$ cat config.mk
export PLATFORM = sky130hd
export DESIGN_NAME = integer_to_roman_numeral_core
export DESIGN_NICKNAME = d
export VERILOG_FILES = /design/src/rtl/core/itrn_pkg.sv /design/src/rtl/core/itrn_datapath.sv /design/src/rtl/core/itrn_ctrl.sv /design/src/rtl/core/integer_to_roman_numeral_core.sv
export VERILOG_INCLUDE_DIRS = /design/src /design/src/rtl/core
export SDC_FILE = /design/constraint.sdc
export NUM_CORES = 1
export LEC_CHECK = 0
export ABC_AREA = 1
export BUFFER_PORTS_ARGS = -buffer_cell sky130_fd_sc_hd__buf_4
export CORE_AREA = 5 5 57 97
export CTS_BUF_LIST = sky130_fd_sc_hd__clkbuf_4 sky130_fd_sc_hd__clkbuf_8
export DETAILED_ROUTE_END_ITERATION = 16
export DIE_AREA = 0 0 62 102
export MAX_ROUTING_LAYER = met4
export PLACE_DENSITY_LB_ADDON = 0.1
export SETUP_SLACK_MARGIN = 0.5
export SLEW_MARGIN = 30
export SYNTH_ARGS = -nofsm -noshare
export SYNTH_HDL_FRONTEND = slang
export SYNTH_HIERARCHICAL = 1
export SYNTH_SLANG_ARGS = --single-unit
$ cat constraint.sdc
create_clock -name clock -period 4.78 [get_ports clock]
set_input_delay 0.956 -clock clock [delete_from_list [all_inputs] [get_ports clock]]
set_output_delay 0.956 -clock clock [all_outputs]
set_load 0.02 [all_outputs]
$ cat src/rtl/core/integer_to_roman_numeral_core_macros.svh
// assertion macros for the integer to roman numeral core
`ifndef INTEGER_TO_ROMAN_NUMERAL_CORE_MACROS_SVH
`define INTEGER_TO_ROMAN_NUMERAL_CORE_MACROS_SVH

// same-cycle implication, checked outside reset
`define ITRN_ASSERT_NOW(label, ante, cons, msg) \
   label: assert property (@(posedge clock) disable iff (reset) (ante) |-> (cons)) \
      else $error(msg);

// next-cycle implication, checked outside reset
`define ITRN_ASSERT_NEXT(label, ante, cons, msg) \
   label: assert property (@(posedge clock) disable iff (reset) (ante) |=> (cons)) \
      else $error(msg);

`endif

$ cat src/rtl/core/itrn_pkg.sv
// shared types, constants and denomination tables for the roman numeral core
package itrn_pkg;

   localparam int ValueWidth  = 12;
   localparam int LetterWidth = 7;
   localparam int NumDenoms   = 13;
   localparam int DenomWidth  = $clog2(NumDenoms);

   localparam logic [ValueWidth-1:0] MaxValue = ValueWidth'(3999);

   localparam logic [LetterWidth-1:0] LetterNone = 7'h00;
   localparam logic [LetterWidth-1:0] LetterI    = 7'h49;
   localparam logic [LetterWidth-1:0] LetterV    = 7'h56;
   localparam logic [LetterWidth-1:0] LetterX    = 7'h58;
   localparam logic [LetterWidth-1:0] LetterL    = 7'h4C;
   localparam logic [LetterWidth-1:0] LetterC    = 7'h43;
   localparam logic [LetterWidth-1:0] LetterD    = 7'h44;
   localparam logic [LetterWidth-1:0] LetterM    = 7'h4D;

   localparam logic [ValueWidth-1:0] DenomValue [NumDenoms] = '{
      12'd1000, 12'd900, 12'd500, 12'd400, 12'd100, 12'd90, 12'd50,
      12'd40, 12'd10, 12'd9, 12'd5, 12'd4, 12'd1
   };

   localparam logic [LetterWidth-1:0] DenomFirst [NumDenoms] = '{
      LetterM, LetterC, LetterD, LetterC, LetterC, LetterX, LetterL,
      LetterX, LetterX, LetterI, LetterV, LetterI, LetterI
   };

   localparam logic [LetterWidth-1:0] DenomSecond [NumDenoms] = '{
      LetterNone, LetterM, LetterNone, LetterD, LetterNone, LetterC, LetterNone,
      LetterL, LetterNone, LetterX, LetterNone, LetterV, LetterNone
   };

   typedef struct packed {
      logic load;
      logic emit;
   } cmd_type;

   typedef struct packed {
      logic last_word;
   } status_type;

endpackage

$ cat src/rtl/core/itrn_datapath.sv
// remainder, pending letter and output word registers of the roman numeral core
module itrn_datapath (
   input  logic                                clock,
   input  itrn_pkg::cmd_type                   cmd,
   input  logic [itrn_pkg::ValueWidth-1:0]     req_value,
   output itrn_pkg::status_type                status,
   output logic [itrn_pkg::LetterWidth-1:0]    rsp_letter,
   output logic                                rsp_last,
   output logic                                rsp_invalid
);

   logic [itrn_pkg::ValueWidth-1:0]  rem_ff, rem_in;
   logic [itrn_pkg::LetterWidth-1:0] second_ff, second_in;
   logic                             bad_ff, bad_in;
   logic [itrn_pkg::LetterWidth-1:0] letter_ff, letter_in;
   logic                             last_ff, last_in;
   logic                             invalid_ff, invalid_in;
   logic [itrn_pkg::DenomWidth-1:0]  sel;
   logic [itrn_pkg::ValueWidth-1:0]  rem_sub;

   // largest denomination that fits the remainder
   always_comb begin
      sel = itrn_pkg::DenomWidth'(itrn_pkg::NumDenoms - 1);
      for (int i = itrn_pkg::NumDenoms - 1; i >= 0; i--) begin
         if (rem_ff >= itrn_pkg::DenomValue[i]) begin
            sel = itrn_pkg::DenomWidth'(i);
         end
      end
   end

   assign rem_sub = rem_ff - itrn_pkg::DenomValue[sel];

   always_comb begin
      rem_in     = rem_ff;
      second_in  = second_ff;
      bad_in     = bad_ff;
      letter_in  = letter_ff;
      last_in    = last_ff;
      invalid_in = invalid_ff;
      if (cmd.load) begin
         rem_in    = req_value;
         second_in = itrn_pkg::LetterNone;
         bad_in    = (req_value == '0) || (req_value > itrn_pkg::MaxValue);
      end else if (cmd.emit) begin
         priority if (bad_ff) begin
            letter_in  = itrn_pkg::LetterNone;
            last_in    = 1'b1;
            invalid_in = 1'b1;
         end else if (second_ff != itrn_pkg::LetterNone) begin
            letter_in  = second_ff;
            last_in    = (rem_ff == '0);
            invalid_in = 1'b0;
            second_in  = itrn_pkg::LetterNone;
         end else begin
            letter_in  = itrn_pkg::DenomFirst[sel];
            second_in  = itrn_pkg::DenomSecond[sel];
            rem_in     = rem_sub;
            last_in    = (rem_sub == '0) &&
                         (itrn_pkg::DenomSecond[sel] == itrn_pkg::LetterNone);
            invalid_in = 1'b0;
         end
      end
   end

   always_ff @(posedge clock) begin
      rem_ff     <= rem_in;
      second_ff  <= second_in;
      bad_ff     <= bad_in;
      letter_ff  <= letter_in;
      last_ff    <= last_in;
      invalid_ff <= invalid_in;
   end

   assign status.last_word = last_in;
   assign rsp_letter       = letter_ff;
   assign rsp_last         = last_ff;
   assign rsp_invalid      = invalid_ff;

endmodule

$ cat src/rtl/core/itrn_ctrl.sv
// handshake and sequencing state machine of the roman numeral core
`include "integer_to_roman_numeral_core_macros.svh"

module itrn_ctrl (
   input  logic                 clock,
   input  logic                 reset,
   input  logic                 req_valid,
   output logic                 req_stall,
   output logic                 rsp_valid,
   input  logic                 rsp_stall,
   input  itrn_pkg::status_type status,
   output itrn_pkg::cmd_type    cmd
);

   localparam logic S_IDLE = 1'b0;
   localparam logic S_RUN  = 1'b1;

   logic state_ff, state_in;
   logic rsp_valid_ff, rsp_valid_in;
   logic slot_free;

   assign slot_free = !rsp_valid_ff || !rsp_stall;
   assign cmd.load  = (state_ff == S_IDLE) && req_valid;
   assign cmd.emit  = (state_ff == S_RUN) && slot_free;

   always_comb begin
      state_in     = state_ff;
      rsp_valid_in = rsp_valid_ff && rsp_stall;
      unique case (state_ff)
         S_IDLE: begin
            if (req_valid) begin
               state_in = S_RUN;
            end
         end
         S_RUN: begin
            if (slot_free) begin
               rsp_valid_in = 1'b1;
               if (status.last_word) begin
                  state_in = S_IDLE;
               end
            end
         end
         default: state_in = S_IDLE;
      endcase
   end

   always_ff @(posedge clock) begin
      if (reset) begin
         state_ff     <= S_IDLE;
         rsp_valid_ff <= 1'b0;
      end else begin
         state_ff     <= state_in;
         rsp_valid_ff <= rsp_valid_in;
      end
   end

   assign req_stall = (state_ff != S_IDLE);
   assign rsp_valid = rsp_valid_ff;

   `ITRN_ASSERT_NEXT(a_busy_after_load, cmd.load, req_stall, "no stall after load")
   `ITRN_ASSERT_NOW(a_one_command, 1'b1, !(cmd.load && cmd.emit), "load and emit together")
   `ITRN_ASSERT_NEXT(a_emit_shows_word, cmd.emit, rsp_valid, "emitted word not shown")

endmodule

$ cat src/rtl/core/integer_to_roman_numeral_core.sv
// top level of the integer to roman numeral core
// usage:
//   req channel carries one 12-bit value per word; req_stall is high while a
//   value is being converted, so one value is taken at a time.
//   rsp channel carries one ascii letter per word (I V X L C D M), rsp_last on
//   the final letter. a value of 0 or above 3999 gives a single word with
//   rsp_letter 0, rsp_last 1 and rsp_invalid 1.
//   timing: the value taken is loaded into the remainder register, then the
//   letters are registered into the output register, one letter per cycle
//   while rsp_stall is low; a numeral has 1 to 15 letters, and the next value
//   is taken in the cycle after the last letter is registered.
//   rsp_stall holds the current word and pauses the conversion; req_stall
//   stays high until the last letter is in the output register.
//   reset clears the controller and drops rsp_valid; the block is then ready.
`include "integer_to_roman_numeral_core_macros.svh"

module integer_to_roman_numeral_core (
   input  logic                             clock,
   input  logic                             reset,
   input  logic                             req_valid,
   output logic                             req_stall,
   input  logic [itrn_pkg::ValueWidth-1:0]  req_value,
   output logic                             rsp_valid,
   input  logic                             rsp_stall,
   output logic [itrn_pkg::LetterWidth-1:0] rsp_letter,
   output logic                             rsp_last,
   output logic                             rsp_invalid
);

   itrn_pkg::cmd_type    cmd;
   itrn_pkg::status_type status;
   logic                 letter_known;

   itrn_ctrl u_ctrl (
      .clock     (clock),
      .reset     (reset),
      .req_valid (req_valid),
      .req_stall (req_stall),
      .rsp_valid (rsp_valid),
      .rsp_stall (rsp_stall),
      .status    (status),
      .cmd       (cmd)
   );

   itrn_datapath u_datapath (
      .clock       (clock),
      .cmd         (cmd),
      .req_value   (req_value),
      .status      (status),
      .rsp_letter  (rsp_letter),
      .rsp_last    (rsp_last),
      .rsp_invalid (rsp_invalid)
   );

   assign letter_known = (rsp_letter == itrn_pkg::LetterI) || (rsp_letter == itrn_pkg::LetterV) ||
                         (rsp_letter == itrn_pkg::LetterX) || (rsp_letter == itrn_pkg::LetterL) ||
                         (rsp_letter == itrn_pkg::LetterC) || (rsp_letter == itrn_pkg::LetterD) ||
                         (rsp_letter == itrn_pkg::LetterM);

   `ITRN_ASSERT_NOW(a_invalid_single, rsp_valid && rsp_invalid, rsp_last && (rsp_letter == itrn_pkg::LetterNone), "bad invalid word")
   `ITRN_ASSERT_NOW(a_letter_code, rsp_valid && !rsp_invalid, letter_known, "unknown letter")
   `ITRN_ASSERT_NEXT(a_hold_stalled, rsp_valid && rsp_stall, rsp_valid && $stable(rsp_letter) && $stable(rsp_last) && $stable(rsp_invalid), "stalled word changed")

endmodule

---- Yosys cells after proc, flatten, opt, wreduce, memory -nomap -nowiden ----
Memory sizes are Yosys's and may differ from the RTL's.
Index checks and enable logic that the tools add are counted.
operators by class
  add/sub/neg operators ................... 1
  $lt $le $gt $ge ......................... 14
  equal/unequal tests ..................... 2
  mux-type cells .......................... 35
  bitwise operators ....................... 4
  reductions and logical operators ........ 17
operators with widths
  kind                    count
  $mux W12                6
  $mux W7                 6
  $logic_not A12 Y1       3
  $mux W4                 8
  $ge A12 B10 Y1 const B  2
  $ge A12 B3 Y1 const B   2
  $ge A12 B4 Y1 const B   2
  $ge A12 B6 Y1 const B   2
  $ge A12 B7 Y1 const B   2
  $ge A12 B9 Y1 const B   2
  $gt A12 B12 Y1 const B  1
  $mux W3                 4
  $sub A12 B12 Y12        1
  $mux W1                 10
  $logic_not A7 Y1        1
  $reduce_bool A7 Y1      1
  $ge A5 B5 Y1 const B    1
  $not A4 Y5              1
  $logic_and A1 B1 Y1     4
  $ne A2 B2 Y1 const B    2
  $reduce_and A2 Y1       2
  $not A1 Y1              3
  $reduce_and A3 Y1       1
  $logic_not A1 Y1        2
  3 further kinds         4
word-level totals
  bits in registers ....................... 31
  memory bits (read-only) ................. 416
  input bits .............................. 16
  logic and storage cells ................. 84
  memories kept ........................... 3
memory list
  memory            depth  bits a word  read ports  clocked after Yosys merged registers in  write ports  line                 source
  (name not given)  16     12           1           0                                        0            itrn_datapath.sv:31  assign rem_sub = rem_ff - itrn_pkg::DenomValue[sel];
  (name not given)  16     7            1           0                                        0            itrn_datapath.sv:55  letter_in = itrn_pkg::DenomFirst[sel];
  (name not given)  16     7            1           0                                        0            itrn_datapath.sv:56  second_in = itrn_pkg::DenomSecond[sel];

---- Depth between registers and ports, before layout ----
  depth in word-level cells ............... 27
  depth in mapped cells ................... 38

---- Hierarchy ----
Netlist, hierarchy kept.
modules (own cells, without submodules)
  module         instances  cells each  area an instance (µm²)
  itrn_datapath  1          348         2357.3
  itrn_ctrl      1          13          85.1

---- Worst setup path after synthesis ----
OpenSTA, ideal clock, no wires.
  path kind ............................... flip-flop to flip-flop
  start ................................... reg u_datapath/rem_ff[8] (netlist bit)
  end ..................................... reg u_ctrl.state_ff, in the netlist u_ctrl/req_stall
  library setup time ...................... 109 ps
  arrival time ............................ 3774 ps
  slack ................................... 897 ps
  stages on the path, launching flop included .. 33
  cells stage by stage .................... edfxtp_1 -> nor2_2 -> nand2_2 -> clkinv_2 -> nand2_2 -> a21oi_4 -> inv_2 -> o21ai_1 -> nand2_1 -> nand2_1 -> inv_1 -> ha_1 -> nor2_1 -> o21ai_0 -> inv_1 -> fa_1 -> inv_1 -> nand3_1 -> nand2_1 -> xor2_1 -> nand2_1 -> nor2_1 -> nand4_1 -> nor2_1 -> nand3_1 -> nor2_1 -> nand3_1 -> nand3_1 -> nand2_1 -> inv_1 -> nand3_1 -> nand2_1 -> inv_1
between the ends
  word-level cells in the longest chain between the ends .. 27
  elaborated cells between the ends (all ways) .. 43
  those cells by class .................... add/sub (1); order compare (12); mux (23); bitwise (1); reduce/logical (4); memory (2)
ends and longest elaborated chain
  element                                       line                                      source
  from (decl)                                   itrn_datapath.sv:12                       logic [itrn_pkg::ValueWidth-1:0] rem_ff, rem_in;
  from (signal assigned)                        itrn_datapath.sv:66                       rem_ff <= rem_in;
  $ge A12 B3 Y1                                 itrn_datapath.sv:25                       if (rem_ff >= itrn_pkg::DenomValue[i]) begin
  $mux W3 (4 in series)                         itrn_datapath.sv:25
  $mux W4 (8 in series)                         itrn_datapath.sv:25
  $not A4 Y5 (not written as such)              itrn_datapath.sv:31, itrn_datapath.sv:59
  $mem_v2 Z16 W12                               n/a
  $mux W12 (not written as such) (2 in series)  itrn_datapath.sv:31
  $sub A12 B12 Y12                              itrn_datapath.sv:31
  $logic_not A12 Y1                             itrn_datapath.sv:58                       last_in = (rem_sub == '0) &&
  $logic_and A1 B1 Y1                           itrn_datapath.sv:58
  $mux W1 *                                     itrn_datapath.sv:49                       end else if (second_ff != itrn_pkg::LetterNone) begin
  $mux W1 *                                     itrn_datapath.sv:45                       priority if (bad_ff) begin
  $mux W1 *                                     itrn_datapath.sv:44                       end else if (cmd.emit) begin
  $mux W1 *                                     itrn_datapath.sv:40                       if (cmd.load) begin
  named net status                              integer_to_roman_numeral_core.sv:31       itrn_pkg::status_type status;
  $mux W1 *                                     itrn_ctrl.sv:38                           if (status.last_word) begin
  $mux W1 *                                     itrn_ctrl.sv:36                           if (slot_free) begin
  $pmux W1 S2 *                                 itrn_ctrl.sv:29                           unique case (state_ff)
  to (signal assigned)                          itrn_ctrl.sv:52                           state_ff <= state_in;
  to (decl)                                     itrn_ctrl.sv:18                           logic state_ff, state_in;
Mark *: on every way through the listed nets, which the timed path passes. The rest lies on a longest branch. The select of a mux whose other input is x is not followed.
A chain may end at the register's enable or synchronous reset.

---- Worst setup path in the final report ----
  start ................................... reg u_datapath/rem_ff[6] (netlist bit)
  end ..................................... reg u_ctrl.state_ff, in the netlist u_ctrl/req_stall
Same word-level chain as after synthesis.

==> results.py <==
metrics = {
    "run_status": {
        "outcome": "finished clean",
    },
    "route": {
        "wl_um": 7233,
        "viasPerCell": 5.509,
        "firstDrtPassIters": 5,
        "wl_per_cell_um": 15.39,
        "ant_nets": 0,
        "dr.first_iter.drc_count": 107,
        "num_vias": 2589,
        "drc": 0,
    },
    "sta": {
        "maxSlewHeadroom_pct": 56.48,
        "fin_hold_ws_ns": 0.4693,
        "finalMaxSlewViolations": 0,
        "clock.fmax_ghz": 0.2401,
        "rsz0062_at_grt": "yes",
        "skew_ns": 0.007954,
        "worst_slew_pin_slew_ns": 0.6504,
        "final-setup-viol-count": 0,
        "fin_crit_ns": 4.165,
        "fin_crit_sh_pct": 87.14,
        "tns_ns": 0,
        "hold_viol": 0,
    },
    "floorplan": {
        "die-height_um": 102,
        "start_util_pct": 52.81,
        "rows": 33,
        "pin_count": 27,
        "core_um2": 4624,
        "die_w_um": 62,
        "dieArea_um2": 6324,
    },
    "synth": {
        "synth_area_um2": 2442,
        "synth_common_cells": "nand2_1, inv_1, nor2_1, a21oi_1, edfxtp_1",
        "yosys.area.top_type": "edfxtp_1",
        "synth.most_common_cell": "nand2_1",
        "syn_avg_cell_area_um2": 6.765,
        "netlist-cell-type-count": 38,
        "synth-seq-cells": 29,
        "synth_edf_count": 20,
        "ys_async_sr_fraction_pct": 0,
        "synth_top_area_share_pct": 24.59,
        "synth_nets": 393,
        "ys_warn_count": 6,
        "yosys-top-cells-area": "edfxtp_1, nand2_1, ha_1, inv_1, dfxtp_1",
        "ys_seq_area_share_pct": 31.97,
        "synth-main-ff-cell": "edfxtp_1",
        "netlist_instances": 361,
    },
    "clocking": {
        "cts_sinks": 29,
        "cts_buffer_depth": 2,
        "hold_buffers": 0,
        "cts_root_buffer": "clkbuf_8",
        "clk_pin_slew_ns": 0.07,
        "clock_latency_ns": 0.28,
        "cts_tree": "built",
        "htree_levels": 2,
        "cts_buffers": 5,
    },
    "hold_path": {
        "hold_depth": 2,
        "worstHoldPathType": "reg2reg",
        "hold_path_startpoint": "u_datapath/second_ff[4]",
        "whs_endpoint": "u_datapath/second_ff[4]",
    },
    "layout": {
        "area_growth_pct": 29.30,
        "multi_input_area_um2": 1610,
        "fill_cells": 426,
        "regArea_um2": 780.7,
        "drive_gt1_share_pct": 29.67,
        "num_antenna_cells": 0,
        "finish.utilization_pct": 68.29,
        "nNetsFinal": 449,
        "finalInstanceArea_um2": 3158,
    },
    "critical_path": {
        "r2r_setup_slack_ns": 0.61,
        "crit_type": "reg2reg",
        "crit_fanout": 8,
        "cp-start-kind": "flip-flop",
        "cp-end-kind": "flip-flop",
        "critPathArrivalTime_ns": 4.35,
        "cp_slowest_cell": "edfxtp_1",
        "cp.required_ns": 4.96,
        "r2r-start": "u_datapath/rem_ff[6]",
        "worst_path_most_repeated_cell": "nand2_1",
        "ff2ff_path_depth": 32,
        "slowest_delay_ns": 0.50,
        "reg2reg_to": "u_ctrl/req_stall",
    },
    "global_route": {
        "antenna_found_initial": 0,
        "grt_pass1_vias": 2484,
        "grt_start_max_net_pins": 29,
        "gr-total-overflow": 0,
        "grt_pass1_wl_um": 10770,
        "track_usage_pct": 23.85,
    },
    "power_and_ir_drop": {
        "ir_drop_mv": 0.8020,
        "power_leakage_nw": 1.461,
        "p_per_area_nw_per_um2": 785.8,
    },
    "placed_design": {
        "place_area_um2": 2699,
        "dp_hpwl_um": 5599,
        "io_buffers": 25,
        "routabilityCongestion": 0.9775,
    },
    "run": {
        "drv_cap": 0,
    },
}
-- flip-flops by register name, summed over array words and instances (netlist names) --
signal,count
u_datapath/second_ff,6
u_datapath/rsp_letter,6
u_ctrl/rsp_valid,1
u_datapath/bad_ff,1
u_ctrl/req_stall,1
u_datapath/rem_ff,12
u_datapath/rsp_last,1
u_datapath/rsp_invalid,1
-- through the flow --
| step | std cells | setup WS [ns] | power [W] |
|---|---|---|---|
| floorplan | 361 | 0.8969 | 0.001475 |
| global placement | 437 | 0.2466 | 0.001832 |
| detailed placement | 437 | 0.2401 | 0.001851 |
| CTS | 451 | 0.5018 | 0.002097 |
| global route | 470 | 0.2726 | 0.002689 |
| finish | 470 | 0.6145 | 0.002482 |
-- layer usage --
layer / wire [um] / track usage, % / vias up
met5: 0 / - / -
li1: - / - / 1282
met1: 2446 / 21.74 / 1177
met3: 239 / 3.919 / 43
met2: 4013 / 42.97 / 87
met4: 534 / 14.87 / 0
-- cell families after synthesis --
group           share of synthesized area, %
flops                                  31.97
other cells                           0.1535
fa+ha+maj                              8.504
compound gates                         13.99
simple gates                           33.30
buf+inv                                9.580
xor+xnor                               2.510
-- area by class of cell --
type,count,area share (%)
repair buffers,53,12.60
well taps,52,2.060
multi-input cells,271,50.99
inverters,57,6.894
clock inverters,3,0.5547
clock buffers,5,2.179
flip-flops and latches,29,24.72
-- cell usage in the layout, fill, tap and decap left out, types with 6 or more instances in the layout --
cell type,synthesis,routed
a21oi_1,26,21
buf_4,1,53
dfxtp_1,9,9
edfxtp_1,20,20
ha_1,15,10
inv_1,50,44
inv_2,5,10
nand2_1,104,98
nand2_2,6,11
nand3_1,18,16
nand4_1,6,6
nor2_1,38,30
nor2_2,3,8
o21ai_0,18,16
-- critical path, delay by kind of cell, from the launching register on --
family          cells  cell delay (ns)
buf+inv             6             0.41
simple gates       20             1.89
compound gates      3             0.43
flops               1             0.50
fa+ha+maj           3             0.85
-- power by group --
group          switching (W)  leakage, nW  internal (W)
clock              0.0000956       0.0439      0.000100
sequential         0.0000854        0.267      0.000382
combinational        0.00109         1.15      0.000732
total                0.00127         1.46       0.00121
-- what timing repair did --
item / in CTS / in global routing
pin swaps: 1 / 31
setup buffers: 6 / 19
endpoints found under the setup margin: 2 / 4
gates resized for setup: 4 / 46
-- worst max-delay path by stage --
stage                     startpoint  cells after the start          endpoint
2_1_floorplan   u_datapath/rem_ff[8]                     32  u_ctrl/req_stall
3_3_place_gp    u_datapath/rem_ff[8]                     32  u_ctrl/req_stall
3_5_place_dp    u_datapath/rem_ff[8]                     32  u_ctrl/req_stall
4_1_cts        u_datapath/rem_ff[11]                     33  u_ctrl/req_stall
5_1_grt         u_datapath/rem_ff[6]                     32  u_ctrl/req_stall
6_report        u_datapath/rem_ff[6]                     32  u_ctrl/req_stall
Power figures use the tool's default switching activity.
